--- config.mk ---
export PLATFORM = sky130hd
export DESIGN_NAME = banked_interrupt_dispatcher_unit
export DESIGN_NICKNAME = d
export VERILOG_FILES = /design/src/bidu_pkg.sv /design/src/bidu_bank_store.sv /design/src/bidu_scan_unit.sv /design/src/banked_interrupt_dispatcher_unit.sv
export SDC_FILE = /design/constraint.sdc
export NUM_CORES = 1
export LEC_CHECK = 0
export ABC_AREA = 0
export BUFFER_PORTS_ARGS = -buffer_cell sky130_fd_sc_hd__buf_4
export CORE_MARGIN = 4
export CORE_UTILIZATION = 35
export CTS_BUF_LIST = sky130_fd_sc_hd__clkbuf_8
export CTS_CLUSTER_DIAMETER = 200
export DETAILED_ROUTE_END_ITERATION = 12
export GPL_TIMING_DRIVEN = 0
export PLACE_DENSITY = 0.53
export SLEW_MARGIN = 25
export SYNTH_ARGS = -nofsm -noshare
export SYNTH_HDL_FRONTEND = slang
export SYNTH_HIERARCHICAL = 1
export SYNTH_SLANG_ARGS = --single-unit
--- constraint.sdc ---
create_clock -name clk -period 3.4 [get_ports clk]
set_input_delay 0.68 -clock clk [delete_from_list [all_inputs] [get_ports clk]]
set_output_delay 0.68 -clock clk [all_outputs]
set_load 0.05 [all_outputs]
--- src/bidu_pkg.sv ---
// Shared types and constants for the banked interrupt dispatcher.
package bidu_pkg;

  localparam int BANK_W  = 32;
  localparam int NBANKS  = 3;
  localparam int IDX_W   = 5;
  localparam int BSEL_W  = 2;
  localparam int SRC_W   = 7;
  localparam int MODE_W  = 3;
  localparam int STAT_W  = 10;

  localparam logic [MODE_W-1:0] MODE_ENABLE   = 3'd0;
  localparam logic [MODE_W-1:0] MODE_DISABLE  = 3'd1;
  localparam logic [MODE_W-1:0] MODE_ATTACH   = 3'd2;
  localparam logic [MODE_W-1:0] MODE_DETACH   = 3'd3;
  localparam logic [MODE_W-1:0] MODE_DISPATCH = 3'd4;

  localparam logic [BSEL_W-1:0] BANK_0 = 2'd0;
  localparam logic [BSEL_W-1:0] BANK_1 = 2'd1;
  localparam logic [BSEL_W-1:0] BANK_2 = 2'd2;

  localparam int BANK0_GATE_BIT = 8;
  localparam int BANK1_GATE_BIT = 9;
  localparam int BANK2_PEND_W   = 8;

  typedef enum logic [1:0] {
    ST_IDLE,
    ST_EXEC,
    ST_SCAN
  } state_t;

  // Single-bit update to the enable or handler-attached banks.
  typedef struct packed {
    logic              we;
    logic [MODE_W-1:0] op;
    logic [BSEL_W-1:0] bank;
    logic [IDX_W-1:0]  bit_idx;
  } wr_cmd_t;

  // What the scanner reports for the bit position it is looking at.
  typedef struct packed {
    logic             fire;
    logic             last;
    logic [IDX_W-1:0] bit_idx;
  } scan_out_t;

endpackage

--- src/bidu_bank_store.sv ---
// Enable and handler-attached bit banks with one update port and one bank read port.
module bidu_bank_store
  import bidu_pkg::*;
(
  input  logic              clk,
  input  logic              rst_n,
  input  wr_cmd_t           wr,
  input  logic [BSEL_W-1:0] rd_bank,
  output logic [BANK_W-1:0] rd_enable,
  output logic [BANK_W-1:0] rd_attached
);

  logic [BANK_W-1:0] enable_r   [NBANKS];
  logic [BANK_W-1:0] attached_r [NBANKS];
  logic [BANK_W-1:0] enable_nxt [NBANKS];
  logic [BANK_W-1:0] attached_nxt [NBANKS];
  logic [BANK_W-1:0] bit_mask;

  assign bit_mask = BANK_W'(1) << wr.bit_idx;

  always_comb begin
    for (int b = 0; b < NBANKS; b++) begin
      enable_nxt[b]   = enable_r[b];
      attached_nxt[b] = attached_r[b];
      if (wr.we && (wr.bank == BSEL_W'(b))) begin
        case (wr.op)
          MODE_ENABLE:  enable_nxt[b]   = enable_r[b] | bit_mask;
          MODE_DISABLE: enable_nxt[b]   = enable_r[b] & ~bit_mask;
          MODE_ATTACH:  attached_nxt[b] = attached_r[b] | bit_mask;
          MODE_DETACH:  attached_nxt[b] = attached_r[b] & ~bit_mask;
          default: begin
          end
        endcase
      end
    end
  end

  always_ff @(posedge clk) begin
    for (int b = 0; b < NBANKS; b++) begin
      if (!rst_n) begin
        enable_r[b]   <= '0;
        attached_r[b] <= '0;
      end else begin
        enable_r[b]   <= enable_nxt[b];
        attached_r[b] <= attached_nxt[b];
      end
    end
  end

  always_comb begin
    case (rd_bank)
      BANK_0: begin
        rd_enable   = enable_r[0];
        rd_attached = attached_r[0];
      end
      BANK_1: begin
        rd_enable   = enable_r[1];
        rd_attached = attached_r[1];
      end
      BANK_2: begin
        rd_enable   = enable_r[2];
        rd_attached = attached_r[2];
      end
      default: begin
        rd_enable   = '0;
        rd_attached = '0;
      end
    endcase
  end

endmodule

--- src/bidu_scan_unit.sv ---
// Shift-based bit scanner that walks a word from its top bit down, one position a cycle.
module bidu_scan_unit
  import bidu_pkg::*;
(
  input  logic              clk,
  input  logic              rst_n,
  input  logic              load,
  input  logic [BANK_W-1:0] word,
  output scan_out_t         scan
);

  logic [BANK_W-1:0] word_r, word_nxt;
  logic [IDX_W-1:0]  idx_r, idx_nxt;
  logic              active_r, active_nxt;

  always_comb begin
    scan.fire    = active_r && word_r[BANK_W-1];
    scan.last    = (word_r[BANK_W-2:0] == '0);
    scan.bit_idx = idx_r;
  end

  always_comb begin
    word_nxt   = word_r;
    idx_nxt    = idx_r;
    active_nxt = active_r;
    if (load) begin
      word_nxt   = word;
      idx_nxt    = IDX_W'(BANK_W - 1);
      active_nxt = 1'b1;
    end else if (active_r) begin
      word_nxt = word_r << 1;
      idx_nxt  = idx_r - IDX_W'(1);
      // The scan stops once the final set bit has been reported.
      if (scan.fire && scan.last) begin
        active_nxt = 1'b0;
      end
    end
  end

  always_ff @(posedge clk) begin
    if (!rst_n) begin
      active_r <= 1'b0;
    end else begin
      active_r <= active_nxt;
    end
  end

  always_ff @(posedge clk) begin
    word_r <= word_nxt;
    idx_r  <= idx_nxt;
  end

endmodule

--- src/banked_interrupt_dispatcher_unit.sv ---
// Top level of the banked interrupt dispatcher: sequencer, bank store and bit scanner.
// Enable, disable, attach and detach items pass through the execute state and give
// their single result from a register loaded in that state.
// A dispatch item with something to report loads the shift scanner, which visits one bit
// position per cycle from bit 31 down to the lowest set bit, the bank width setting the
// worst case. A dispatch with nothing to report, and an unused mode, give one empty result.
// Reset (rst_n low, synchronous) clears every enable and handler-attached bit.
// Results appear for a single cycle on out_valid; the receiver cannot stall them.
module banked_interrupt_dispatcher_unit
  import bidu_pkg::*;
#(
  parameter int NUM_SOURCES = 72
) (
  input  logic              clk,
  input  logic              rst_n,
  input  logic              start,
  output logic              busy,
  input  logic [MODE_W-1:0] in_mode,
  input  logic [SRC_W-1:0]  in_source_number,
  input  logic [BSEL_W-1:0] in_bank_select,
  input  logic [STAT_W-1:0] in_basic_status,
  input  logic [BANK_W-1:0] in_pending_word,
  output logic              out_valid,
  output logic [SRC_W-1:0]  out_source_out,
  output logic              out_fired,
  output logic              out_range_error,
  output logic              out_last
);

  // Sources at or above this limit are rejected by the bit commands.
  localparam logic [SRC_W:0] SRC_LIMIT = (SRC_W + 1)'(NUM_SOURCES);

  state_t state_r, state_nxt;

  // Captured item.
  logic [MODE_W-1:0] mode_r;
  logic [SRC_W-1:0]  src_r;
  logic [BSEL_W-1:0] bank_r;
  logic [STAT_W-1:0] status_r;
  logic [BANK_W-1:0] pend_r;

  // Registered result.
  logic              out_valid_r, out_valid_nxt;
  logic [SRC_W-1:0]  out_src_r, out_src_nxt;
  logic              out_fired_r, out_fired_nxt;
  logic              out_rerr_r, out_rerr_nxt;
  logic              out_last_r, out_last_nxt;

  wr_cmd_t           wr;
  logic [BANK_W-1:0] rd_enable;
  logic [BANK_W-1:0] rd_attached;
  logic [BANK_W-1:0] pend_sel;
  logic [BANK_W-1:0] masked;
  logic              gate;
  logic              range_err;
  logic              is_cmd;
  logic              is_dispatch;
  logic              scan_load;
  scan_out_t         scan;
  logic              accept;

  assign accept      = start && !busy;
  assign busy        = (state_r != ST_IDLE);
  assign is_cmd      = (mode_r == MODE_ENABLE) || (mode_r == MODE_DISABLE) ||
                       (mode_r == MODE_ATTACH) || (mode_r == MODE_DETACH);
  assign is_dispatch = (mode_r == MODE_DISPATCH);
  assign range_err   = ({1'b0, src_r} >= SRC_LIMIT);

  // Each bank has its own gate in the basic status word; bank 2 takes its raw
  // pending bits from the low byte of that word as well.
  always_comb begin
    case (bank_r)
      BANK_0: begin
        gate     = status_r[BANK0_GATE_BIT];
        pend_sel = pend_r;
      end
      BANK_1: begin
        gate     = status_r[BANK1_GATE_BIT];
        pend_sel = pend_r;
      end
      BANK_2: begin
        gate     = |status_r[BANK2_PEND_W-1:0];
        pend_sel = BANK_W'(status_r[BANK2_PEND_W-1:0]);
      end
      default: begin
        gate     = 1'b0;
        pend_sel = '0;
      end
    endcase
  end

  assign masked = gate ? (pend_sel & rd_enable & rd_attached) : '0;

  bidu_bank_store u_store (
    .clk         (clk),
    .rst_n       (rst_n),
    .wr          (wr),
    .rd_bank     (bank_r),
    .rd_enable   (rd_enable),
    .rd_attached (rd_attached)
  );

  bidu_scan_unit u_scan (
    .clk   (clk),
    .rst_n (rst_n),
    .load  (scan_load),
    .word  (masked),
    .scan  (scan)
  );

  // Next-state logic.
  always_comb begin
    state_nxt = state_r;
    case (state_r)
      ST_IDLE: begin
        if (accept) begin
          state_nxt = ST_EXEC;
        end
      end
      ST_EXEC: begin
        if (is_dispatch && (masked != '0)) begin
          state_nxt = ST_SCAN;
        end else begin
          state_nxt = ST_IDLE;
        end
      end
      ST_SCAN: begin
        if (scan.fire && scan.last) begin
          state_nxt = ST_IDLE;
        end
      end
      default: state_nxt = ST_IDLE;
    endcase
  end

  // Output and control logic. A command produces an acknowledgement; a dispatch
  // with nothing to report, or an unused mode, produces one empty item; otherwise
  // the scanner runs and every set bit it meets becomes a fired item.
  always_comb begin
    wr            = '0;
    wr.op         = mode_r;
    wr.bank       = src_r[SRC_W-1:IDX_W];
    wr.bit_idx    = src_r[IDX_W-1:0];
    scan_load     = 1'b0;
    out_valid_nxt = 1'b0;
    out_src_nxt   = '0;
    out_fired_nxt = 1'b0;
    out_rerr_nxt  = 1'b0;
    out_last_nxt  = 1'b1;
    case (state_r)
      ST_EXEC: begin
        if (is_cmd) begin
          wr.we         = !range_err;
          out_valid_nxt = 1'b1;
          out_rerr_nxt  = range_err;
        end else if (is_dispatch && (masked != '0)) begin
          scan_load = 1'b1;
        end else begin
          out_valid_nxt = 1'b1;
        end
      end
      ST_SCAN: begin
        if (scan.fire) begin
          out_valid_nxt = 1'b1;
          out_src_nxt   = {bank_r, scan.bit_idx};
          out_fired_nxt = 1'b1;
          out_last_nxt  = scan.last;
        end
      end
      default: begin
      end
    endcase
  end

  always_ff @(posedge clk) begin
    if (!rst_n) begin
      state_r     <= ST_IDLE;
      out_valid_r <= 1'b0;
    end else begin
      state_r     <= state_nxt;
      out_valid_r <= out_valid_nxt;
    end
  end

  always_ff @(posedge clk) begin
    out_src_r   <= out_src_nxt;
    out_fired_r <= out_fired_nxt;
    out_rerr_r  <= out_rerr_nxt;
    out_last_r  <= out_last_nxt;
    if (accept) begin
      mode_r   <= in_mode;
      src_r    <= in_source_number;
      bank_r   <= in_bank_select;
      status_r <= in_basic_status;
      pend_r   <= in_pending_word;
    end
  end

  assign out_valid       = out_valid_r;
  assign out_source_out  = out_src_r;
  assign out_fired       = out_fired_r;
  assign out_range_error = out_rerr_r;
  assign out_last        = out_last_r;

endmodule

==> impl_metrics.toml <==
[outcome]
status = "finished clean"

[placement]
port_buffers = 68
dp_hpwl_um = 40500
dp.cells = 1963
dp_slack_ns = -1.32
gp_congestion = 0.921

[logic_synthesis]
synth_cells = 1369
yosys.area.top_type = "dfxtp_1"
synth_fp_nets = 1430
yosys-top-cells-area = "dfxtp_1 29%, edfxtp_1 18%, mux2i_1 8.9%"
ys_seq_area_frac = 0.474
ys.warnings.count = 6
synthFlopType = "dfxtp_1"
async_flop_share = 0
synth_cell_types = 64
synth_area_mm2 = 0.0143
synth_top_area_frac = 0.294
syn_area_per_cell_um2 = 10.5
synth-edff-count = 86
yosys_register_bits = 297

[timing]
max_freq_mhz = 297
slew_headroom = 0.317
fin_ws_ns = 0.0337
finalSetupTns_ns = 0
fin_skew_ns = 0.0308
setup_viol = 0
fin_crit_ns = 3.37
period_share = 0.990
worstMarginPinSlew_ns = 1.02
finalHoldViolCount = 0
whs_ns = 0.222
drv_slew = 0

[clock_tree]
clockBufferDepth = 3
clk_latency_ns = 0.63
htreeDepth = 2
hold_buffers = 0
cts_buffers = 53
root_buffer = "clkbuf_8"
clkTransAtPathRegs_ns = 0.06
cts_tree = "yes"
cts_sinks = 297

[power]
power.total_w = 0.00752
power_switching_w = 0.00207
clockPowerShare = 0.414
ir_drop_uv = 252
p_per_area_mw_per_mm2 = 441
cellInternalPower_w = 0.00545
p_leak_nw = 6.23
pwr-share-comb = 0.091
p_seq_frac = 0.495
p_sw_frac = 0.275

[global_route]
grt_pass1_wl_um = 82400
overflow = 0
use_met1 = 0.339
met2_usage = 0.378
grt_max_degree = 40
grt.busiest_layer = "met2"
grtUsageMet3 = 0.0484
grt_pass1_vias = 12300
grt_use_total = 0.246
grt_antenna_before_repair = 0

[critical_path]
critPathCaptureType = "flop"
crit_fanout = 11
worstPathArrival_ns = 3.73
start_kind = "flop"
critical_path_required_ns = 3.76
worstSetupPathType = "reg -> reg"

[drt]
drt-initial-drc-count = 1436
drt_pass1_iterations = 6
drt_wl_total_um = 56700
wl_per_cell_um = 27.3
vias = 12600
drtAntennaViolNets = 0
drt-vias-per-instance = 6.07
drc = 0

[job]
maxCapViolations = 0

[finish]
layout_commonest_cell = "dfxtp_1"
multi_input_area_mm2 = 0.00701
num-fill-cells = 3825
finalNetCount = 1571
areaGrowthSynthToFinish_pct = 18.8
layout-drive-gt1-share = 0.284
antennaDiodeCount = 0
final_cell_mix = "211 x dfxtp_1, 164 x nand2_1, 113 x mux2i_1"
register_area_mm2 = 0.00681
layout.cells.non_filler = 2077

[floorplan]
die_h_um = 210
dieArea_mm2 = 0.0443
fp-row-count = 73
boundaryPins = 69
start_util = 0.358
coreArea_mm2 = 0.0401
die_w_um = 210

[min_path]
hp-class = "in -> reg"
-- final cells by class --
cell class	count	share of cell area
repair buffers	86	0.0396
clock buffers	59	0.0476
inverters	8	0.00191
multi-input cells	905	0.411
clock inverters	38	0.00880
plain buffers	159	0.0535
well taps	525	0.0385
flip-flops and latches	297	0.399
-- metrics by stage --
step                      utilization  area (µm²)
after floorplan                     -       14300
after global placement          0.387       15500
after detailed placement        0.388       15500
after CTS                       0.420       16800
after global routing            0.425       17100
final                           0.425       17100
-- power groups by stage --
stage	Clock (W)	Sequential, W	Combinational (W)
floorplan	0	0.00378	0.000328
global placement	0	0.00380	0.000605
detailed placement	0	0.00380	0.000612
CTS	0.00320	0.00372	0.000645
global route	0.00336	0.00372	0.000704
finish	0.00311	0.00372	0.000687
-- cell families after synthesis --
logic type	count (synthesis)	synth area share
flops	297	0.474
buf+inv	169	0.0544
fa+ha+maj	4	0.00349
compound gates	246	0.154
mux	159	0.114
simple gates	491	0.199
xor+xnor	3	0.00183
-- Yosys cell counts, types with 3 or more instances --
cell      instances
or3b_1            4
nor3_1            4
nand3_1          34
mux2_2           32
edfxtp_1         86
clkbuf_1         83
inv_1             7
nor3b_2           3
buf_2            48
o311a_1          28
and2_1            5
buf_4             3
nor2b_1           6
xnor2_1           3
ha_1              4
buf_6             8
nand2b_1         12
a21oi_1           7
dfxtp_1         211
nor4_4            3
o221a_2          99
mux2i_1         127
o21ai_0          66
nand2_1         164
nand3b_1          8
nor4_2           29
nor2_1           33
nand4_1          43
a41o_1           28
and3_1            8
nor4_1          108
o221a_1           3
and3b_1           7
buf_1            17
-- worst paths after layout --
kind | to | from | slack, ns | cells past startpoint
max | u_scan/word_r[26] | bank_r[1] | 0.03 | 13
min | src_r[2] | in_source_number[2] | 0.22 | 1
max reg2reg | u_scan/word_r[26] | bank_r[1] | 0.03 | 13
min reg2reg | flop | flop | 0.46 | 2
-- worst max-delay path, cell delays in order (launching register included) --
cell and delay, ns:
edfxtp_1 0.43, clkbuf_16 0.21, buf_8 0.17, mux2i_4 0.20, o21ai_0 0.27, nand3_1 0.25, nand4_1 0.21, nor4_1 0.07
a21oi_1 0.19, o211a_1 0.21, and2_2 0.16, buf_4 0.19, buf_6 0.17, mux2_2 0.34
-- metal layers --
metal | wire length (µm) | up-vias | share of wire
met1 | 24300 | 6252 | 0.43
li1 | - | 5598 | -
met5 | 0 | - | 0
met4 | 2610 | 0 | 0.046
met2 | 25100 | 641 | 0.44
met3 | 4650 | 125 | 0.082
-- repair_timing --
item,in CTS,in global routing
gates resized for setup,77,32
pin swaps,10,8
buffers inserted,9,7
gates cloned,1,2
endpoints found under the setup margin,72,58
(Power assumes the default switching activity.)
